$ cat src/hdl/bounded_keyed_stack_defines.svh
// Assertion macros shared by the bounded keyed stack RTL.
// Depends on nothing; the asserting module must have clk and rst_n in scope.
`ifndef BOUNDED_KEYED_STACK_DEFINES_SVH
`define BOUNDED_KEYED_STACK_DEFINES_SVH

`ifndef SYNTH

// The condition holds at every clock edge out of reset.
`define BKS_ASSERT_ALWAYS(lbl, cond, msg) \
    lbl: assert property (@(posedge clk) disable iff (!rst_n) (cond)) else $error(msg);

// When the antecedent holds, the consequent holds at the same edge.
`define BKS_ASSERT_SAME(lbl, ante, cons, msg) \
    lbl: assert property (@(posedge clk) disable iff (!rst_n) (ante) |-> (cons)) \
        else $error(msg);

// When the antecedent holds, the consequent holds at the next edge.
`define BKS_ASSERT_NEXT(lbl, ante, cons, msg) \
    lbl: assert property (@(posedge clk) disable iff (!rst_n) (ante) |=> (cons)) \
        else $error(msg);

`else

`define BKS_ASSERT_ALWAYS(lbl, cond, msg)
`define BKS_ASSERT_SAME(lbl, ante, cons, msg)
`define BKS_ASSERT_NEXT(lbl, ante, cons, msg)

`endif

`endif

$ cat src/hdl/bks_pkg.sv
// Package for the bounded keyed stack: sizes, command codes and shared types.
// Depends on nothing; bks_if, bks_cell and the top level import it.
package bks_pkg;

    localparam int DEPTH        = 128;
    localparam int PAYLOAD_BITS = 32;

    localparam int KEY_W       = 32;
    localparam int DATA_W      = 32;
    localparam int COUNT_OUT_W = 8;
    localparam int CMD_W       = 2;

    // Only the low bits of the payload port that fit the stored width are kept.
    localparam int STORE_BITS = (PAYLOAD_BITS < DATA_W) ? PAYLOAD_BITS : DATA_W;
    // Entry count ranges over 0..DEPTH inclusive.
    localparam int CNT_W = $clog2(DEPTH + 1);

    typedef enum logic [CMD_W-1:0] {
        CMD_PUSH   = 2'd0,
        CMD_POP    = 2'd1,
        CMD_EXISTS = 2'd2
    } cmd_t;

    typedef enum logic {
        S_IDLE,
        S_SEARCH
    } state_t;

    // Shift command broadcast to every cell of the chain.
    typedef struct packed {
        logic push;
        logic pop;
    } shift_ctl_t;

endpackage

$ cat src/hdl/bks_cell.sv
// One cell of the stack chain: holds one entry and one stage of the key search.
// Depends on bks_pkg.
module bks_cell import bks_pkg::*;
(
    input  logic                    clk,
    input  shift_ctl_t              ctl,
    input  logic                    live,
    input  logic signed [KEY_W-1:0] up_key,
    input  logic [STORE_BITS-1:0]   up_payload,
    input  logic signed [KEY_W-1:0] down_key,
    input  logic [STORE_BITS-1:0]   down_payload,
    input  logic signed [KEY_W-1:0] query_key,
    input  logic                    hit_in,
    output logic signed [KEY_W-1:0] key,
    output logic [STORE_BITS-1:0]   payload,
    output logic                    hit
);

    logic signed [KEY_W-1:0] key_reg, key_next;
    logic [STORE_BITS-1:0]   payload_reg, payload_next;
    logic                    hit_reg, hit_next;

    always_comb
    begin
        key_next     = key_reg;
        payload_next = payload_reg;
        if (ctl.push)
        begin
            key_next     = up_key;
            payload_next = up_payload;
        end
        else if (ctl.pop)
        begin
            key_next     = down_key;
            payload_next = down_payload;
        end
        // The search result ripples one cell further on each clock.
        hit_next = hit_in | (live & (key_reg == query_key));
    end

    always_ff @(posedge clk)
    begin
        key_reg     <= key_next;
        payload_reg <= payload_next;
        hit_reg     <= hit_next;
    end

    assign key     = key_reg;
    assign payload = payload_reg;
    assign hit     = hit_reg;

endmodule

$ cat config.mk
export PLATFORM = sky130hd
export DESIGN_NAME = bks_cell
export DESIGN_NICKNAME = d
export VERILOG_FILES = /design/src/hdl/bounded_keyed_stack_defines.svh /design/src/hdl/bks_pkg.sv /design/src/hdl/bks_cell.sv
export SDC_FILE = /design/constraint.sdc
export NUM_CORES = 1
export LEC_CHECK = 0
export ABC_AREA = 1
export BUFFER_PORTS_ARGS = -buffer_cell sky130_fd_sc_hd__clkbuf_2
export CAP_MARGIN = 20
export CORE_MARGIN = 4
export CORE_UTILIZATION = 30
export CTS_BUF_LIST = sky130_fd_sc_hd__clkbuf_4 sky130_fd_sc_hd__clkbuf_8 sky130_fd_sc_hd__clkbuf_16
export DETAILED_ROUTE_END_ITERATION = 16
export PLACE_DENSITY = 0.59
export RECOVER_POWER = 25
export SYNTH_ARGS = -nofsm -noshare
export SYNTH_HDL_FRONTEND = slang
export SYNTH_SLANG_ARGS = --single-unit
$ cat constraint.sdc
create_clock -name clk -period 1.9 [get_ports clk]
set_input_delay 0.38 -clock clk [delete_from_list [all_inputs] [get_ports clk]]
set_output_delay 0.38 -clock clk [all_outputs]
set_load 0.05 [all_outputs]
==> results of run 1 <==
==> through the flow <==
step | setup slack, ns | hold slack, ns | util | std cells | cell area (um^2)
2_1_floorplan | 0.1258 | 0.4718 | - | 400 | 3296
3_3_place_gp | 0.2605 | 0.5665 | 0.4248 | 758 | 4584
3_5_place_dp | 0.2053 | 0.5719 | 0.4248 | 758 | 4584
4_1_cts | 0.4377 | 0.2040 | 0.4415 | 774 | 4765
5_1_grt | 0.3291 | 0.2098 | 0.4420 | 775 | 4771
6_report | 0.4115 | 0.2342 | 0.4420 | 775 | 4771
==> logic make-up (layout without fill, tap and decap cells) <==
kind of cell              count (synthesis)  after routing  share of synthesized area
DFF                                      65             65                     0.5892
AOI/OAI and AO/OA                         2              2                   0.003417
and+or+nand+nor                         271            271                     0.3166
buffers and inverters                    51            286                    0.06150
xor gates and xnor gates                 11             11                    0.02924
==> worst register-to-register path, cell delays in order, from the launching register on <==
cell and delay, ns:
edfxtp_1 0.40, inv_1 0.10, nor2_1 0.05, nor2_1 0.08, nand3_1 0.10, nor2_2 0.10, nand2_1 0.08, nor2_1 0.11
nand2_1 0.06, nand2_1 0.05
==> power groups by stage <==
stage               Clock, mW  Sequential (mW)  Combinational [mW]
detailed placement          0             1.87                1.21
floorplan                   0             2.41               0.262
CTS                      1.14             1.84                1.21
global placement            0             1.87                1.20
global route             1.19             1.86                1.28
finish                   1.09             1.84                1.20
==> layout by cell type (no fill, tap or decap), types with 2 or more instances in the layout <==
| cell type | netlist | layout |
|---|---|---|
| clkbuf_2 | 0 | 228 |
| clkbuf_4 | 0 | 2 |
| clkbuf_8 | 0 | 9 |
| clkinv_1 | 0 | 5 |
| edfxtp_1 | 64 | 64 |
| inv_1 | 37 | 38 |
| nand2_1 | 242 | 242 |
| nand3_1 | 3 | 3 |
| nand4_1 | 5 | 5 |
| nor2_1 | 17 | 17 |
| or2_2 | 3 | 3 |
| xnor2_1 | 9 | 9 |
| xor2_1 | 2 | 2 |
==> worst min path at each step <==
stage	end	slack [ns]	cells after the start
after CTS	hit	0.20	3
after floorplan	hit	0.47	2
after global routing	hit	0.21	3
final	hit	0.23	3
after global placement	hit	0.57	3
after detailed placement	hit	0.57	3
==> per-layer routing <==
| metal | up-vias | wire, um | GRT usage |
|---|---|---|---|
| li1 | 1692 | - | - |
| met2 | 139 | 4951 | 0.2547 |
| met5 | - | 0 | 0 |
| met4 | 0 | 300 | 0.08253 |
| met1 | 1419 | 3627 | 0.1619 |
| met3 | 21 | 824 | 0.03904 |
==> final cells by class <==
| type | instances | area (um^2) |
|---|---|---|
| Inverter | 38 | 142.6 |
| Clock inverter | 6 | 48.80 |
| Tap cell | 140 | 175.2 |
| Multi-Input combinational cell | 284 | 1151 |
| Fill cell | 1107 | 6022 |
| Timing Repair Buffer | 232 | 1180 |
| Sequential cell | 65 | 1942 |
| Clock buffer | 10 | 131.4 |
==> impl_metrics.toml, run 1 <==
[global_routing]
grt_pass1_vias = 3185
grt_pass1_wl_um = 14630
grt_overflow_total = 0
grt_max_degree = 65
antenna_found_initial = 0
gr-usage-all-layers = 0.1466

[worst_setup_path]
reg2reg_slack_ns = 0.72
path_cells = "clkbuf_1 -> or2_2 -> clkbuf_4"
path_class = "in2reg"
critPathSlowestCell = "clkbuf_4"
worstPathRequired_ns = 1.86
cp_num_buf_inv = 2
r2r-start = "key[31]"
cp-start-kind = "input port"
end_kind = "flop"
cp-endpoint = "payload[2]"
regToRegEndpoint = "hit"
slowest_delay_ns = 0.69
cp-startpoint = "ctl[1]"
timing.critical_path.fanout_max = 64
cp_top_family = "buffers and inverters"
arrival_ns = 1.45
r2r_cells = 9
cp_num_cells = 3

[detailed_routing]
vias_per_cell = 4.221
post-route-drc-count = 0
totalWireLength_um = 9703
drtPass1Iterations = 4
via_count = 3271
ant_nets = 0
routedWlPerCell_um = 12.52
drtIter0Drc = 116

[clocking]
cts_tree = "built"
cts_made_buffers = 9
cts_buffer_depth = 2
post_cts_buffers = 0
cts-htree-levels = 3
clk_pin_slew_ns = 0.06
clockRootBuffer = "clkbuf_8"
cts.sinks = 65
cts_hold_buf = 0
clkLatencyLatePin_ns = 0.34
cts.repair.resized = 0

[yosys]
synth_enable_flop_cells = 64
synth_flop_cell = "edfxtp_1"
synth_area_leaders = "edfxtp_1 (58%), nand2_1 (28%), inv_1 (4.2%), xnor2_1 (2.4%), nor2_1 (1.9%)"
ys_ff_latch = 65
synthCells = 400
yosysTopAreaCell = "edfxtp_1"
ys_types = 16
ys_seq_area_frac = 0.5892
async_flop_share = 0
synth_top_area_share = 0.5831
syn_nets = 565
netlist_area_um2 = 3296
ys.warnings.count = 0
yosysMostFrequentCell = "nand2_1"
yosys-top-cells-count = "nand2_1 (242), edfxtp_1 (64), inv_1 (37), nor2_1 (17)"
syn_area_per_cell_um2 = 8.239

[power_and_ir_drop]
seqPwrFrac = 0.446
total_power_mw = 4.130
combPwrFrac = 0.290
internal_power_mw = 2.694
pwr-share-clk = 0.265
p_leak_nw = 2.683
p_per_area_nw_per_um2 = 865.6
max-vdd-ir-drop_mv = 0.3974
p_sw_mw = 1.436
switching_share = 0.3476

[place]
globalplace.congestion = 0.8585
io_buffers = 229
place_hpwl_um = 7596

[sta]
clock.fmax_mhz = 671.8
min_period_ns = 1.489
slew_headroom = 0.3916
hold_violations = 0
worstMarginPinSlew_ns = 0.9125
grt_setup_unrepaired = "false"
period_share = 0.7834
setup_viol = 0
clock_skew_ns = 0.008848
final_max_slew_viol_count = 0
finalSetupTns_ns = 0

[die]
ioPinCount = 230
dieHeight_um = 112.8
core_um2 = 10790
rows = 38
start_util = 0.3054
dieArea_um2 = 12730
chipWidth_um = 112.8

[finish]
drive_above_1_share = 0.3874
num_antenna_cells = 0
syn_to_final_growth_pct = 44.76
nets = 795

[worst_hold_path]
min_from = "hit_in"
holdCritPathClass = "in2reg"

[run]
maxCapViolations = 0

[run_status]
outcome = "finished, final reports clean"
(Power assumes the default switching activity.)
==> inputs of run 2 (changes only) <==
--- a/config.mk
+++ b/config.mk
@@ -5,14 +5,14 @@
 export SDC_FILE = /design/constraint.sdc
 export NUM_CORES = 1
 export LEC_CHECK = 0
-export ABC_AREA = 1
+export ABC_AREA = 0
 export BUFFER_PORTS_ARGS = -buffer_cell sky130_fd_sc_hd__clkbuf_2
 export CAP_MARGIN = 20
 export CORE_MARGIN = 4
 export CORE_UTILIZATION = 30
 export CTS_BUF_LIST = sky130_fd_sc_hd__clkbuf_4 sky130_fd_sc_hd__clkbuf_8 sky130_fd_sc_hd__clkbuf_16
 export DETAILED_ROUTE_END_ITERATION = 16
-export PLACE_DENSITY = 0.59
+export PLACE_DENSITY = 0.6
 export RECOVER_POWER = 25
 export SYNTH_ARGS = -nofsm -noshare
 export SYNTH_HDL_FRONTEND = slang
==> constraint.sdc (replaced) <==
create_clock -name clk -period 1.45 [get_ports clk]
set_input_delay 0.29 -clock clk [delete_from_list [all_inputs] [get_ports clk]]
set_output_delay 0.29 -clock clk [all_outputs]
set_load 0.05 [all_outputs]
==> run 2 against run 1 <==
Net effect:
- worst setup slack worse by 0.30 ns
- via count fell by 27%
- sequential power is 31% higher
- flip-flop and latch count stayed put
- critical path type is now reg2out
- largest cell class unchanged
- highest routed layer unchanged
==> impl_metrics.toml, run 2 <==
[sta]
worstMarginPinSlew_ns = 0.4831
hold_ws_ns = 0.1436
period_share = 0.9229
clock_skew_ns = 0.008813
slew_headroom = 0.6779
min_period_ns = 1.338
grt_setup_unrepaired = "false"
hold_violations = 0
layout_setup_ws_ns = 0.1119
clock.fmax_mhz = 747.3
final_max_slew_viol_count = 0
setup_viol = 0
finalSetupTns_ns = 0

[yosys]
ys_types = 14
async_flop_share = 0
syn_area_per_cell_um2 = 16.97
synth_top_area_share = 0.6257
synth_flop_cell = "edfxtp_1"
synth_enable_flop_cells = 64
ys.warnings.count = 0
synth_area_leaders = "edfxtp_1 (63%), mux2_2 (23%), xnor2_1 (8.0%), buf_4 (1.2%), nand4_1 (1.2%)"
netlist_area_um2 = 3072
ys_ff_latch = 65
synthCells = 181
syn_nets = 346
yosys-top-cells-count = "edfxtp_1 (64), mux2_2 (64), xnor2_1 (28), nand4_1 (6), buf_4 (5)"
ys_seq_area_frac = 0.6322
yosysTopAreaCell = "edfxtp_1"

[worst_setup_path]
path_class = "reg2out"
worstPathRequired_ns = 1.16
arrival_ns = 1.05
cp_top_family = "flip-flops"
slowest_delay_ns = 0.44
path_cells = "clkbuf_2"
cp-start-kind = "flop"
cp_num_buf_inv = 1
end_kind = "output port"
timing.critical_path.fanout_max = 2
critPathSlowestCell = "edfxtp_1"
r2r_cells = 4
cp_num_cells = 1

[power_and_ir_drop]
max-vdd-ir-drop_mv = 0.4427
switching_share = 0.3427
p_per_area_nw_per_um2 = 1135
pwr-share-clk = 0.238
p_leak_nw = 2.058
internal_power_mw = 3.404
p_sw_mw = 1.775
seqPwrFrac = 0.465
total_power_mw = 5.179
combPwrFrac = 0.297

[clocking]
clkLatencyLatePin_ns = 0.33
cts_made_buffers = 9
clockRootBuffer = "clkbuf_8"
post_cts_buffers = 0
clk_pin_slew_ns = 0.07
cts.sinks = 65
cts_buffer_depth = 2
cts_tree = "built"
cts-htree-levels = 3
cts_hold_buf = 0

[die]
rows = 36
start_util = 0.3114
dieHeight_um = 109.2
dieArea_um2 = 11920
core_um2 = 9864
chipWidth_um = 109.2
ioPinCount = 230

[detailed_routing]
drtPass1Iterations = 3
via_count = 2404
totalWireLength_um = 8365
drtIter0Drc = 30
vias_per_cell = 4.332
ant_nets = 0
routedWlPerCell_um = 15.07
post-route-drc-count = 0

[place]
place_worst_setup_slack_ns = 0.07566
place_hpwl_um = 6845
io_buffers = 229
globalplace.congestion = 0.7383

[finish]
seq_area_um2 = 1942
nets = 583
layout_commonest_cell = "clkbuf_2"
layout_common_cells = "clkbuf_2 (228), mux2_2 (64), edfxtp_1 (64), xnor2_1 (28), clkbuf_8 (9)"
drive_above_1_share = 0.7299
n_fill_cell = 919
multi_input_area_um2 = 1091
num_antenna_cells = 0
syn_to_final_growth_pct = 48.51

[global_routing]
grt_max_degree = 37
grt_overflow_total = 0
gr-usage-all-layers = 0.1321
grt_pass1_vias = 2476
grt_pass1_wl_um = 11680
antenna_found_initial = 0

[worst_hold_path]
holdCritPathClass = "in2reg"
hold_depth = 2

[run]
maxCapViolations = 0

[run_status]
outcome = "finished, final reports clean"
## run 2: changes by cell type after synthesis, sizes merged, moves of 2 or more
cell    previous run  this run
or2                3         1
buf                9         7
nor4               0         2
xor2               2         4
mux2               0        64
nand2            242         0
nor2              18         0
xnor2              9        28
inv               38         0
clkbuf             4         0
nand3              3         1
## run 2: path summary, 6_finish.rpt
check / from / end / slack (ns)
max: key[3] / key[3] / 0.11
min: hit_in / hit / 0.14
max reg2reg: key[19] / hit / 0.16
min reg2reg: key[7] / hit / 0.77
## run 2: stage by stage
| step | util | cell area (um^2) | instances |
|---|---|---|---|
| after detailed placement | 0.4480 | 4419 | 540 |
| after global routing | 0.4625 | 4562 | 555 |
| after CTS | 0.4632 | 4569 | 555 |
| after global placement | 0.4480 | 4419 | 540 |
| final | 0.4625 | 4562 | 555 |
| after floorplan | - | 3088 | 181 |
## run 2: cell type report
class,instances,area share
Timing Repair Buffer,233,0.2658
Clock inverter,6,0.005760
Tap cell,133,0.03648
Sequential cell,65,0.4257
Multi-Input combinational cell,109,0.2392
Clock buffer,9,0.02715
## run 2: routing by layer
metal	track usage	vias up	part of all wire
li1	-	1164	-
met1	0.1349	1076	0.36
met2	0.2228	159	0.47
met3	0.08052	5	0.16
met4	0.04541	0	0.0093
met5	0	-	0
## run 2: repair_timing
action,in CTS,in global routing
endpoints found under the setup margin,0,1
resized for setup,0,1
hold endpoints to repair,0,0
## run 2: logic make-up after synthesis
| group | Yosys count | share of synthesized area |
|---|---|---|
| AOI/OAI and AO/OA | 1 | 0.002852 |
| muxes | 64 | 0.2346 |
| buffers and inverters | 7 | 0.01548 |
| xor gates and xnor gates | 32 | 0.09124 |
| DFF | 65 | 0.6322 |
| and+or+nand+nor | 12 | 0.02363 |
## run 2: power by group through the flow
stage / Combinational (mW) / Sequential, mW / Clock [mW]
floorplan: 0.334 / 3.16 / 0
global placement: 1.55 / 2.45 / 0
detailed placement: 1.55 / 2.45 / 0
CTS: 1.56 / 2.41 / 1.31
global route: 1.62 / 2.43 / 1.39
finish: 1.54 / 2.41 / 1.23
